===== src/rtl/wvc_pkg.sv =====
// Shared constants, types and the arctangent table of the waypoint to velocity converter.
`default_nettype none
package wvc_pkg;

   // Vectoring step count, valid range 8 to 24
   localparam int CORDIC_STEPS   = 16;
   localparam int ATAN_TABLE_LEN = 24;
   localparam int STEP_W         = $clog2(CORDIC_STEPS);

   // Coordinate and datapath widths
   localparam int POS_W   = 16;            // Q3.12 waypoint coordinate
   localparam int DELTA_W = POS_W + 1;     // coordinate difference
   localparam int HEAD_W  = 16;            // heading, Q4.12, unsigned
   localparam int CORD_XW = 36;            // CORDIC x/y, scaled by 2^16 plus gain
   localparam int CORD_ZW = 35;            // CORDIC angle, Q.30
   localparam int MUL_W   = 18;            // shared multiplier operand
   localparam int PROD_W  = 2 * MUL_W;
   localparam int SQ_IN_W = 34;            // dx^2 + dy^2
   localparam int SQ_ROOT_W = SQ_IN_W / 2;
   localparam int SQ_W    = SQ_IN_W + 1;   // root/remainder working width
   localparam int INV_W   = 16;
   localparam int SH_W    = 15;
   localparam int LIN_W   = 31;
   localparam int ANG_W   = 32;

   // Angle constants
   localparam logic signed [DELTA_W-1:0] PI_Q12     = 17'sd12868;
   localparam logic signed [DELTA_W-1:0] TWO_PI_Q12 = 17'sd25736;
   localparam logic signed [CORD_ZW-1:0] PI_Q30     = 35'sd3373259426;
   localparam logic signed [CORD_ZW-1:0] ROUND_HALF = 35'sd131072;

   // Configuration register indexes
   localparam logic CSR_INV_TIME_STEP = 1'b0;
   localparam logic CSR_START_HEADING = 1'b1;

   // Sequencer states
   typedef enum logic [8:0] {
      ST_IDLE   = 9'b000000001,
      ST_SQX    = 9'b000000010,
      ST_SQY    = 9'b000000100,
      ST_SUM    = 9'b000001000,
      ST_ITER   = 9'b000010000,
      ST_FOLD   = 9'b000100000,
      ST_LIN    = 9'b001000000,
      ST_ANG    = 9'b010000000,
      ST_RESULT = 9'b100000000
   } state_type;

   // Start / status pair of an iterative unit
   typedef struct packed {
      logic start;
   } unit_ctrl_type;

   typedef struct packed {
      logic busy;
   } unit_stat_type;

   // atan(2^-i) in Q.30
   function automatic logic signed [CORD_ZW-1:0] atan_q30(input logic [4:0] idx);
      logic signed [CORD_ZW-1:0] v;
      case (idx)
         5'd0:  v = 35'sd843314857;
         5'd1:  v = 35'sd497837829;
         5'd2:  v = 35'sd263043836;
         5'd3:  v = 35'sd133525158;
         5'd4:  v = 35'sd67021686;
         5'd5:  v = 35'sd33543515;
         5'd6:  v = 35'sd16775850;
         5'd7:  v = 35'sd8388437;
         5'd8:  v = 35'sd4194282;
         5'd9:  v = 35'sd2097149;
         5'd10: v = 35'sd1048575;
         5'd11: v = 35'sd524287;
         5'd12: v = 35'sd262143;
         5'd13: v = 35'sd131071;
         5'd14: v = 35'sd65535;
         5'd15: v = 35'sd32767;
         5'd16: v = 35'sd16383;
         5'd17: v = 35'sd8191;
         5'd18: v = 35'sd4095;
         5'd19: v = 35'sd2047;
         5'd20: v = 35'sd1023;
         5'd21: v = 35'sd511;
         5'd22: v = 35'sd255;
         5'd23: v = 35'sd127;
         default: v = '0;
      endcase
      return v;
   endfunction

endpackage
`default_nettype wire


===== src/rtl/waypoint_to_velocity_converter.sv =====
// Top level: waypoint store, sequencer, shared multiplier, square root and CORDIC units.
// A path-start point is taken and gives no result; any other point runs through ST_SQX,
// ST_SQY, ST_SUM, ST_ITER (until the 17-step square root and the CORDIC are done),
// ST_FOLD, ST_LIN, ST_ANG, ST_RESULT; req_ready is high only while the sequencer idles.
// The result waits in an output register, so the next point is taken while it is pending.
// Reset: synchronous; clears the path, loads inv_time_step 5120 and start_heading 6434.
`default_nettype none
module waypoint_to_velocity_converter (
   input  wire logic                                clock,
   input  wire logic                                reset,
   input  wire logic                                req_valid,
   output logic                                     req_ready,
   input  wire logic signed [wvc_pkg::POS_W-1:0]    req_x_pos,
   input  wire logic signed [wvc_pkg::POS_W-1:0]    req_y_pos,
   input  wire logic                                req_start_path,
   output logic                                     rsp_valid,
   input  wire logic                                rsp_ready,
   output logic [wvc_pkg::LIN_W-1:0]                rsp_lin_vel,
   output logic signed [wvc_pkg::ANG_W-1:0]         rsp_ang_vel,
   input  wire logic                                csr_wr_en,
   input  wire logic                                csr_index,
   input  wire logic [wvc_pkg::INV_W-1:0]           csr_wdata
);

   wvc_pkg::state_type state_ff, state_in;

   logic [wvc_pkg::INV_W-1:0]               inv_ff;
   logic [wvc_pkg::SH_W-1:0]                start_heading_ff;
   logic                                    have_point_ff;
   logic signed [wvc_pkg::POS_W-1:0]        last_x_ff, last_y_ff;
   logic [wvc_pkg::HEAD_W-1:0]              last_heading_ff;
   logic signed [wvc_pkg::DELTA_W-1:0]      dx_ff, dy_ff, dx_in, dy_in;
   logic [wvc_pkg::SQ_IN_W-1:0]             sq_acc_ff, sq_sum;
   logic [wvc_pkg::HEAD_W-1:0]              head_ff;
   logic signed [wvc_pkg::DELTA_W-1:0]      dw_ff, dw_raw, dw_in;
   logic [wvc_pkg::LIN_W-1:0]               lin_ff;
   logic                                    rsp_valid_ff, rsp_valid_in;
   logic [wvc_pkg::LIN_W-1:0]               rsp_lin_ff;
   logic signed [wvc_pkg::ANG_W-1:0]        rsp_ang_ff;

   logic                                    accept, path_start, rsp_load;
   logic                                    mul_en;
   logic signed [wvc_pkg::MUL_W-1:0]        mul_a, mul_b;
   logic signed [wvc_pkg::PROD_W-1:0]       prod;
   wvc_pkg::unit_ctrl_type                  unit_ctrl;
   wvc_pkg::unit_stat_type                  sq_stat, cd_stat;
   logic [wvc_pkg::SQ_ROOT_W-1:0]           seg_len;
   logic signed [wvc_pkg::CORD_ZW-1:0]      cd_angle, z_round;
   logic signed [wvc_pkg::DELTA_W-1:0]      head_raw, head_fold;

   assign req_ready  = (state_ff == wvc_pkg::ST_IDLE);
   assign accept     = req_valid && req_ready;
   assign path_start = req_start_path || !have_point_ff;
   assign rsp_load   = (state_ff == wvc_pkg::ST_RESULT) && (!rsp_valid_ff || rsp_ready);

   // Sequencer
   always_comb begin
      state_in = state_ff;
      case (state_ff)
         wvc_pkg::ST_IDLE:   if (accept && !path_start) state_in = wvc_pkg::ST_SQX;
         wvc_pkg::ST_SQX:    state_in = wvc_pkg::ST_SQY;
         wvc_pkg::ST_SQY:    state_in = wvc_pkg::ST_SUM;
         wvc_pkg::ST_SUM:    state_in = wvc_pkg::ST_ITER;
         wvc_pkg::ST_ITER:   if (!sq_stat.busy && !cd_stat.busy) state_in = wvc_pkg::ST_FOLD;
         wvc_pkg::ST_FOLD:   state_in = wvc_pkg::ST_LIN;
         wvc_pkg::ST_LIN:    state_in = wvc_pkg::ST_ANG;
         wvc_pkg::ST_ANG:    state_in = wvc_pkg::ST_RESULT;
         wvc_pkg::ST_RESULT: if (rsp_load) state_in = wvc_pkg::ST_IDLE;
         default:            state_in = wvc_pkg::ST_IDLE;
      endcase
   end

   // Control registers and configuration
   always_ff @(posedge clock) begin
      if (reset) begin
         state_ff         <= wvc_pkg::ST_IDLE;
         have_point_ff    <= 1'b0;
         rsp_valid_ff     <= 1'b0;
         inv_ff           <= 16'd5120;
         start_heading_ff <= 15'd6434;
      end else begin
         state_ff     <= state_in;
         rsp_valid_ff <= rsp_valid_in;
         if (accept) begin
            have_point_ff <= 1'b1;
         end
         if (csr_wr_en) begin
            case (csr_index)
               wvc_pkg::CSR_INV_TIME_STEP: inv_ff <= csr_wdata;
               wvc_pkg::CSR_START_HEADING: start_heading_ff <= csr_wdata[wvc_pkg::SH_W-1:0];
               default: ;
            endcase
         end
      end
   end

   assign rsp_valid_in = rsp_load ? 1'b1 : (rsp_ready ? 1'b0 : rsp_valid_ff);

   // Segment delta against the stored point
   assign dx_in = {req_x_pos[wvc_pkg::POS_W-1], req_x_pos}
                - {last_x_ff[wvc_pkg::POS_W-1], last_x_ff};
   assign dy_in = {req_y_pos[wvc_pkg::POS_W-1], req_y_pos}
                - {last_y_ff[wvc_pkg::POS_W-1], last_y_ff};

   // Heading: round Q.30 to Q3.12, fold negatives into [0, 2pi)
   assign z_round   = (cd_angle + wvc_pkg::ROUND_HALF) >>> 18;
   assign head_raw  = z_round[wvc_pkg::DELTA_W-1:0];
   assign head_fold = (head_raw < 0) ? head_raw + wvc_pkg::TWO_PI_Q12 : head_raw;

   // Heading change wrapped into [-pi, pi]
   assign dw_raw = {1'b0, head_ff} - {1'b0, last_heading_ff};
   always_comb begin
      dw_in = dw_raw;
      if (dw_raw > wvc_pkg::PI_Q12) begin
         dw_in = dw_raw - wvc_pkg::TWO_PI_Q12;
      end else if (dw_raw < -wvc_pkg::PI_Q12) begin
         dw_in = dw_raw + wvc_pkg::TWO_PI_Q12;
      end
   end

   assign sq_sum = sq_acc_ff + prod[wvc_pkg::SQ_IN_W-1:0];

   // Datapath registers
   always_ff @(posedge clock) begin
      if (accept) begin
         last_x_ff <= req_x_pos;
         last_y_ff <= req_y_pos;
         dx_ff     <= dx_in;
         dy_ff     <= dy_in;
         if (path_start) begin
            last_heading_ff <= {1'b0, start_heading_ff};
         end
      end
      if (state_ff == wvc_pkg::ST_SQY) begin
         sq_acc_ff <= prod[wvc_pkg::SQ_IN_W-1:0];
      end
      if (state_ff == wvc_pkg::ST_FOLD) begin
         head_ff <= head_fold[wvc_pkg::HEAD_W-1:0];
      end
      if (state_ff == wvc_pkg::ST_LIN) begin
         dw_ff           <= dw_in;
         last_heading_ff <= head_ff;
      end
      if (state_ff == wvc_pkg::ST_ANG) begin
         lin_ff <= {{(wvc_pkg::LIN_W - wvc_pkg::PROD_W + 8){1'b0}},
                    prod[wvc_pkg::PROD_W-1:8]};
      end
      if (rsp_load) begin
         rsp_lin_ff <= lin_ff;
         rsp_ang_ff <= {{(wvc_pkg::ANG_W - wvc_pkg::PROD_W + 8){prod[wvc_pkg::PROD_W-1]}},
                        prod[wvc_pkg::PROD_W-1:8]};
      end
   end

   // Shared multiplier operand select
   always_comb begin
      mul_en = 1'b1;
      mul_a  = '0;
      mul_b  = '0;
      case (state_ff)
         wvc_pkg::ST_SQX: begin
            mul_a = {dx_ff[wvc_pkg::DELTA_W-1], dx_ff};
            mul_b = {dx_ff[wvc_pkg::DELTA_W-1], dx_ff};
         end
         wvc_pkg::ST_SQY: begin
            mul_a = {dy_ff[wvc_pkg::DELTA_W-1], dy_ff};
            mul_b = {dy_ff[wvc_pkg::DELTA_W-1], dy_ff};
         end
         wvc_pkg::ST_LIN: begin
            mul_a = {1'b0, seg_len};
            mul_b = {2'b0, inv_ff};
         end
         wvc_pkg::ST_ANG: begin
            mul_a = {dw_ff[wvc_pkg::DELTA_W-1], dw_ff};
            mul_b = {2'b0, inv_ff};
         end
         default: mul_en = 1'b0;
      endcase
   end

   assign unit_ctrl.start = (state_ff == wvc_pkg::ST_SUM);

   wvc_mul u_mul (
      .clock   (clock),
      .enable  (mul_en),
      .op_a    (mul_a),
      .op_b    (mul_b),
      .prod_ff (prod)
   );

   wvc_sqrt u_sqrt (
      .clock   (clock),
      .reset   (reset),
      .ctrl    (unit_ctrl),
      .operand (sq_sum),
      .stat    (sq_stat),
      .root    (seg_len)
   );

   wvc_cordic u_cordic (
      .clock (clock),
      .reset (reset),
      .ctrl  (unit_ctrl),
      .dx    (dx_ff),
      .dy    (dy_ff),
      .stat  (cd_stat),
      .angle (cd_angle)
   );

   assign rsp_valid   = rsp_valid_ff;
   assign rsp_lin_vel = rsp_lin_ff;
   assign rsp_ang_vel = rsp_ang_ff;

endmodule
`default_nettype wire


===== src/rtl/wvc_mul.sv =====
// Shared signed multiplier with registered product.
`default_nettype none
module wvc_mul (
   input  wire logic                                clock,
   input  wire logic                                enable,
   input  wire logic signed [wvc_pkg::MUL_W-1:0]    op_a,
   input  wire logic signed [wvc_pkg::MUL_W-1:0]    op_b,
   output logic signed [wvc_pkg::PROD_W-1:0]        prod_ff
);

   // Product holds while idle so a result can wait in it
   always_ff @(posedge clock) begin
      if (enable) begin
         prod_ff <= op_a * op_b;
      end
   end

endmodule
`default_nettype wire


===== src/rtl/wvc_sqrt.sv =====
// Bit-serial integer square root, one result bit per cycle.
`default_nettype none
module wvc_sqrt (
   input  wire logic                               clock,
   input  wire logic                               reset,
   input  wire wvc_pkg::unit_ctrl_type             ctrl,
   input  wire logic [wvc_pkg::SQ_IN_W-1:0]        operand,
   output wvc_pkg::unit_stat_type                  stat,
   output logic [wvc_pkg::SQ_ROOT_W-1:0]           root
);

   localparam int TOP_BIT = 2 * (wvc_pkg::SQ_ROOT_W - 1);

   logic [wvc_pkg::SQ_W-1:0] rem_ff;
   logic [wvc_pkg::SQ_W-1:0] root_ff;
   logic [wvc_pkg::SQ_W-1:0] bit_ff;
   logic                     busy_ff;
   logic [wvc_pkg::SQ_W-1:0] trial;

   assign trial = root_ff + bit_ff;

   // Control
   always_ff @(posedge clock) begin
      if (reset) begin
         busy_ff <= 1'b0;
      end else if (ctrl.start) begin
         busy_ff <= 1'b1;
      end else if (busy_ff && bit_ff[0]) begin
         busy_ff <= 1'b0;
      end
   end

   // Restoring step
   always_ff @(posedge clock) begin
      if (ctrl.start) begin
         rem_ff  <= {1'b0, operand};
         root_ff <= '0;
         bit_ff  <= wvc_pkg::SQ_W'(1) << TOP_BIT;
      end else if (busy_ff) begin
         if (rem_ff >= trial) begin
            rem_ff  <= rem_ff - trial;
            root_ff <= (root_ff >> 1) + bit_ff;
         end else begin
            root_ff <= root_ff >> 1;
         end
         bit_ff <= bit_ff >> 2;
      end
   end

   assign stat.busy = busy_ff;
   assign root      = root_ff[wvc_pkg::SQ_ROOT_W-1:0];

endmodule
`default_nettype wire


===== src/rtl/wvc_cordic.sv =====
// Iterative CORDIC vectoring unit, one micro-rotation per cycle.
`default_nettype none
module wvc_cordic (
   input  wire logic                                   clock,
   input  wire logic                                   reset,
   input  wire wvc_pkg::unit_ctrl_type                 ctrl,
   input  wire logic signed [wvc_pkg::DELTA_W-1:0]     dx,
   input  wire logic signed [wvc_pkg::DELTA_W-1:0]     dy,
   output wvc_pkg::unit_stat_type                      stat,
   output logic signed [wvc_pkg::CORD_ZW-1:0]          angle
);

   localparam int PAD_W = wvc_pkg::CORD_XW - wvc_pkg::DELTA_W - 16;

   logic signed [wvc_pkg::CORD_XW-1:0] x_ff, y_ff, xs, ys, x_ld, y_ld;
   logic signed [wvc_pkg::CORD_ZW-1:0] z_ff, z_ld, step_atan;
   logic [wvc_pkg::STEP_W-1:0]         step_ff;
   logic                               busy_ff;
   logic                               last_step;

   // Scale by 2^16, mirror left half-plane into the right one
   always_comb begin
      x_ld = {{PAD_W{dx[wvc_pkg::DELTA_W-1]}}, dx, 16'b0};
      y_ld = {{PAD_W{dy[wvc_pkg::DELTA_W-1]}}, dy, 16'b0};
      z_ld = '0;
      if (dx < 0) begin
         x_ld = -x_ld;
         y_ld = -y_ld;
         z_ld = (dy >= 0) ? wvc_pkg::PI_Q30 : -wvc_pkg::PI_Q30;
      end
   end

   assign xs        = x_ff >>> step_ff;
   assign ys        = y_ff >>> step_ff;
   assign step_atan = wvc_pkg::atan_q30(5'(step_ff));
   assign last_step = (step_ff == wvc_pkg::STEP_W'(wvc_pkg::CORDIC_STEPS - 1));

   // Control
   always_ff @(posedge clock) begin
      if (reset) begin
         busy_ff <= 1'b0;
      end else if (ctrl.start) begin
         busy_ff <= 1'b1;
      end else if (busy_ff && last_step) begin
         busy_ff <= 1'b0;
      end
   end

   // Micro-rotation; a zero residual leaves x, y and z as they are
   always_ff @(posedge clock) begin
      if (ctrl.start) begin
         x_ff    <= x_ld;
         y_ff    <= y_ld;
         z_ff    <= z_ld;
         step_ff <= '0;
      end else if (busy_ff) begin
         if (y_ff > 0) begin
            x_ff <= x_ff + ys;
            y_ff <= y_ff - xs;
            z_ff <= z_ff + step_atan;
         end else if (y_ff < 0) begin
            x_ff <= x_ff - ys;
            y_ff <= y_ff + xs;
            z_ff <= z_ff - step_atan;
         end
         step_ff <= step_ff + 1'b1;
      end
   end

   assign stat.busy = busy_ff;
   assign angle     = z_ff;

endmodule
`default_nettype wire

===== config.mk =====
export PLATFORM = sky130hd
export DESIGN_NAME = waypoint_to_velocity_converter
export DESIGN_NICKNAME = d
export VERILOG_FILES = /design/src/rtl/wvc_pkg.sv /design/src/rtl/waypoint_to_velocity_converter.sv /design/src/rtl/wvc_mul.sv /design/src/rtl/wvc_sqrt.sv /design/src/rtl/wvc_cordic.sv
export SDC_FILE = /design/constraint.sdc
export NUM_CORES = 2
export LEC_CHECK = 0
export BUFFER_PORTS_ARGS = -buffer_cell sky130_fd_sc_hd__buf_2
export CELL_PAD_IN_SITES_DETAIL_PLACEMENT = 1
export CELL_PAD_IN_SITES_GLOBAL_PLACEMENT = 1
export CORE_MARGIN = 2
export CORE_UTILIZATION = 55
export CTS_CLUSTER_SIZE = 28
export DETAILED_ROUTE_END_ITERATION = 10
export PLACE_DENSITY_LB_ADDON = 0.1
export SLEW_MARGIN = 40
export SYNTH_ARGS = -nofsm -noshare
export SYNTH_HDL_FRONTEND = slang
export SYNTH_HIERARCHICAL = 1
export SYNTH_SLANG_ARGS = --single-unit

===== constraint.sdc =====
create_clock -name clock -period 13.35 [get_ports clock]
set_input_delay 2.0025 -clock clock [delete_from_list [all_inputs] [get_ports clock]]
set_output_delay 2.0025 -clock clock [all_outputs]
set_load 0.02 [all_outputs]

==> qor.tcl <==
set qor(htreeDepth) 3
set qor(clk_pin_slew_worst_paths_ns) 0.06
set qor(gr-total-overflow) 0
set qor(via_count) 43000
set qor(slew_violations) 0
set qor(min_from) {lin_ff[2]$_DFFE_PN_}
set qor(clk-insertion-delay-late_ns) 0.67
set qor(place.port_buffers) 116
set qor(ctsRootBufferMaster) {clkbuf_16}
set qor(drive_above_1_share_pct) 9.04
set qor(met2_usage_pct) 54.5
set qor(gr-max-usage-layer) {met2}
set qor(die_w_um) 313
set qor(required_ns) 13.75
set qor(reg2reg_from) {state_ff[5]$_SDFFE_PP0P_}
set qor(design.die.area_um2) 98100
set qor(critPathSlowestCell) {fa_1}
set qor(setup_slack_ns) 4.13
set qor(synth_top_area_cell) {edfxtp_1}
set qor(critPathKind) {flip-flop to flip-flop}
set qor(crit_fanout) 54
set qor(critical_path_buf_inv_count) 4
set qor(grt_pass1_wl_mm) 258
set qor(async_reset_ff_share_pct) 0
set qor(post_cts_hold_buffer_count) 0
set qor(cts-buffers-inserted) 67
set qor(internal_power_mw) 3.64
set qor(ctsLongestPathBuffers) 3
set qor(core-area_um2) 94900
set qor(drt-initial-drc-count) 3308
set qor(area_of_the_multi_input_gates_um2) 34500
set qor(gr-usage-met3_pct) 4.28
set qor(routed_length_per_instance_um) 23.7
set qor(postSynthCellCount) 5578
set qor(synth_seq_cells) 540
set qor(post_drt_via_cell_ratio) 6.25
set qor(fillers) 10700
set qor(syn_area_per_cell_um2) 9.43
set qor(synth_largest_type_area_fraction_pct) 23.4
set qor(pwr_density_cell_nw_per_um2) 99.9
set qor(area_taken_by_flip_flops_and_latches_um2) 14900
set qor(postLayoutCoreUtil_pct) 59.4
set qor(worst_path_largest_cell_delay_ns) 0.88
set qor(worst_path_dominant_cell_family) {adder cells}
set qor(finish.net_count) 6324
set qor(synth_seq_area_share_pct) 28.4
set qor(setup-violations-final) 0
set qor(placementRows) 113
set qor(unrepaired_setup_endpoints_after_global_routing) {no}
set qor(setup_total_negative_slack_ns) 0
set qor(place_area_um2) 54000
set qor(drt_pass1_iterations) 6
set qor(max_freq_ghz) 0.108
set qor(worstPathCellList) {nor4_1 -> and2_1 -> and3_2 -> buf_4 -> a22o_1 -> a21o_1 -> nand2_1 -> fa_1 -> inv_1 -> fa_1 -> fa_1 -> fa_1 -> fa_1 -> inv_1 -> fa_1 -> inv_1 -> ha_1 -> a211o_1 -> nor3_1 -> a2bb2oi_2 -> a211oi_2 -> o21ai_2 -> mux2i_1 -> nand4_1}
set qor(timing.final.crit_share_pct) 69.1
set qor(synth.yosys.warnings) 6
set qor(starting_utilization_of_the_core_area_pct) 55.4
set qor(fp.dieH_um) 313
set qor(timing.critical_path.from_type) {flip-flop}
set qor(io_pins) 120
set qor(worstMarginPinSlew_ns) 0.870
set qor(drv.max_cap_violation_count) 0
set qor(post-cts-setup-buffers) 0
set qor(global_route.usage.total_pct) 33.3
set qor(library_cell_with_the_highest_instance_count_after_synthesis) {nand2_1}
set qor(synth_area_um2) 52600
set qor(critPathLaunch) {state_ff[5]$_SDFFE_PP0P_}
set qor(total_leakage_power_nw) 23.4
set qor(p_comb_share_pct) 25.1
set qor(clock-skew-final_ns) 0.0241
set qor(cts_tree) {yes}
set qor(netlist_top_cells_count) {619 x nand2_1, 564 x inv_1, 410 x edfxtp_1}
set qor(ant_nets) 0
set qor(antenna_found_initial) 3
set qor(switch_share_pct) 35.2
set qor(cts_num_sinks) 540
set qor(wl_mm) 163
set qor(vdd_ir_drop_max_mv) 0.100
set qor(share_seq_of_total_power_pct) 41.4
set qor(cts_resized) 0
set qor(number_of_flops_mapped_to_enable_cells_by_yosys) 410
set qor(grtUsageMet1_pct) 44.4
set qor(pre_cts_ws_ns) 4.36
set qor(min_tclk_post_route_ns) 9.22
set qor(switching_power_mw) 1.98
set qor(end_kind) {flip-flop}
set qor(largest_net_degree_at_the_start_of_global_routing) 191
set qor(grt_pass1_vias) 45700
set qor(placed_wire_length_estimate_mm) 122
set qor(critical_path_arrival_ns) 9.62
set qor(synth_top_flop_cell) {edfxtp_1}
set qor(cp_common_cell) {fa_1}
set qor(slew_limit_headroom_pct) 41.9
set qor(hold_class) {flip-flop to flip-flop}
set qor(run_status) {completed}
set qor(gpl_wtd_cong) 0.915
set qor(number_of_distinct_library_cells_after_synthesis) 119
set qor(yosys-top-cells-area) {edfxtp_1 23%, fa_1 13%, ha_1 8.8%}
set qor(area.growth.synth_to_final_pct) 7.09
set qor(hold_viol_final) 0
set qor(clock_share_of_power_pct) 33.5
set qor(post-route-cell-area_um2) 56300
set qor(drcViolationCount) 0
-- final timing paths --
path	end	slack, ns	cells past startpoint
worst max register to register	u_mul/prod_ff[35]$_DFFE_PP_	4.13	24
worst max-delay path	u_mul/prod_ff[35]$_DFFE_PP_	4.13	24
worst min-delay path	rsp_lin_vel[2]$_DFFE_PP_	0.40	0
worst min register to register	rsp_lin_vel[2]$_DFFE_PP_	0.40	0
-- cell families (layout without fill, tap and decap cells) --
logic type                 after synthesis  count (layout)  share of synthesized area, %
other                                    1               4                       0.00713
adders and majority gates              706             706                          21.6
buffers and inverters                  808             846                          6.16
DFF                                    540             540                          28.4
muxes                                  204             204                          6.11
AOI/OAI and AO/OA                     1246            1246                          15.6
and+or+nand+nor                       1665            1665                          15.3
xor gates and xnor gates               408             408                          6.82
-- power by group through the flow --
| stage | sequential [mW] | clock [mW] | combinational [mW] |
|---|---|---|---|
| after global placement | 2.34 | 0 | 1.32 |
| after floorplan | 2.15 | 0 | 1.06 |
| final | 2.33 | 1.88 | 1.41 |
| after detailed placement | 2.35 | 0 | 1.38 |
| after CTS | 2.31 | 1.91 | 1.40 |
| after global routing | 2.33 | 1.96 | 1.56 |
-- layer usage --
metal | wire length [µm] | up-vias
li1 | - | 19600
met3 | 9200 | 390
met1 | 69300 | 21700
met5 | 0 | -
met4 | 8300 | 0
met2 | 76400 | 1358
-- layout make-up --
type                            instances  share of cell area (%)
Antenna cell                            1                 0.00444
Sequential cell                       540                    26.5
Tap cell                             1265                    2.81
Multi-Input combinational cell       4232                    61.3
Clock buffer                           94                    3.30
Timing Repair Buffer                  153                    1.60
Inverter                              569                    3.79
Clock inverter                         30                   0.651
-- layout by cell type (no fill, tap or decap), types with 32 or more instances in the layout --
master     instances
nor2_1           344
a21o_1           105
dfxtp_1          125
xnor2_1          235
mux2i_1           70
o21a_1            50
nand2b_1          46
inv_1            563
nand2_1          618
mux2_2            44
nor3_1            85
or3_1             33
a211oi_1          46
a31oi_1           72
o31ai_1           51
o21ai_0          285
mux4_2            88
buf_4             32
fa_1             337
clkbuf_16         68
and2_1           192
and3_1            38
edfxtp_1         410
xor2_1           170
nor2b_1           64
nand3_1           75
ha_1             369
a21oi_1          307
buf_2            116
-- stage by stage --
| stage | std cells | power, mW | hold WS, ns |
|---|---|---|---|
| after detailed placement | 6757 | 3.72 | 0.407 |
| final | 6884 | 5.63 | 0.404 |
| after global routing | 6884 | 5.85 | 0.412 |
| after floorplan | 5580 | 3.21 | 0.400 |
| after CTS | 6881 | 5.62 | 0.403 |
| after global placement | 6757 | 3.66 | 0.402 |
-- sequential cells by signal, indices dropped and copies added, names as in the netlist, 29 cells and up --
name                cells
sq_acc_ff              34
u_cordic/angle         35
u_cordic/step_atan     29
u_cordic/x_ff          36
u_cordic/y_ff          36
u_mul/prod_ff          36
u_sqrt/rem_ff          35
u_sqrt/root_ff         35
No activity file was read; power rests on OpenSTA's default activity.
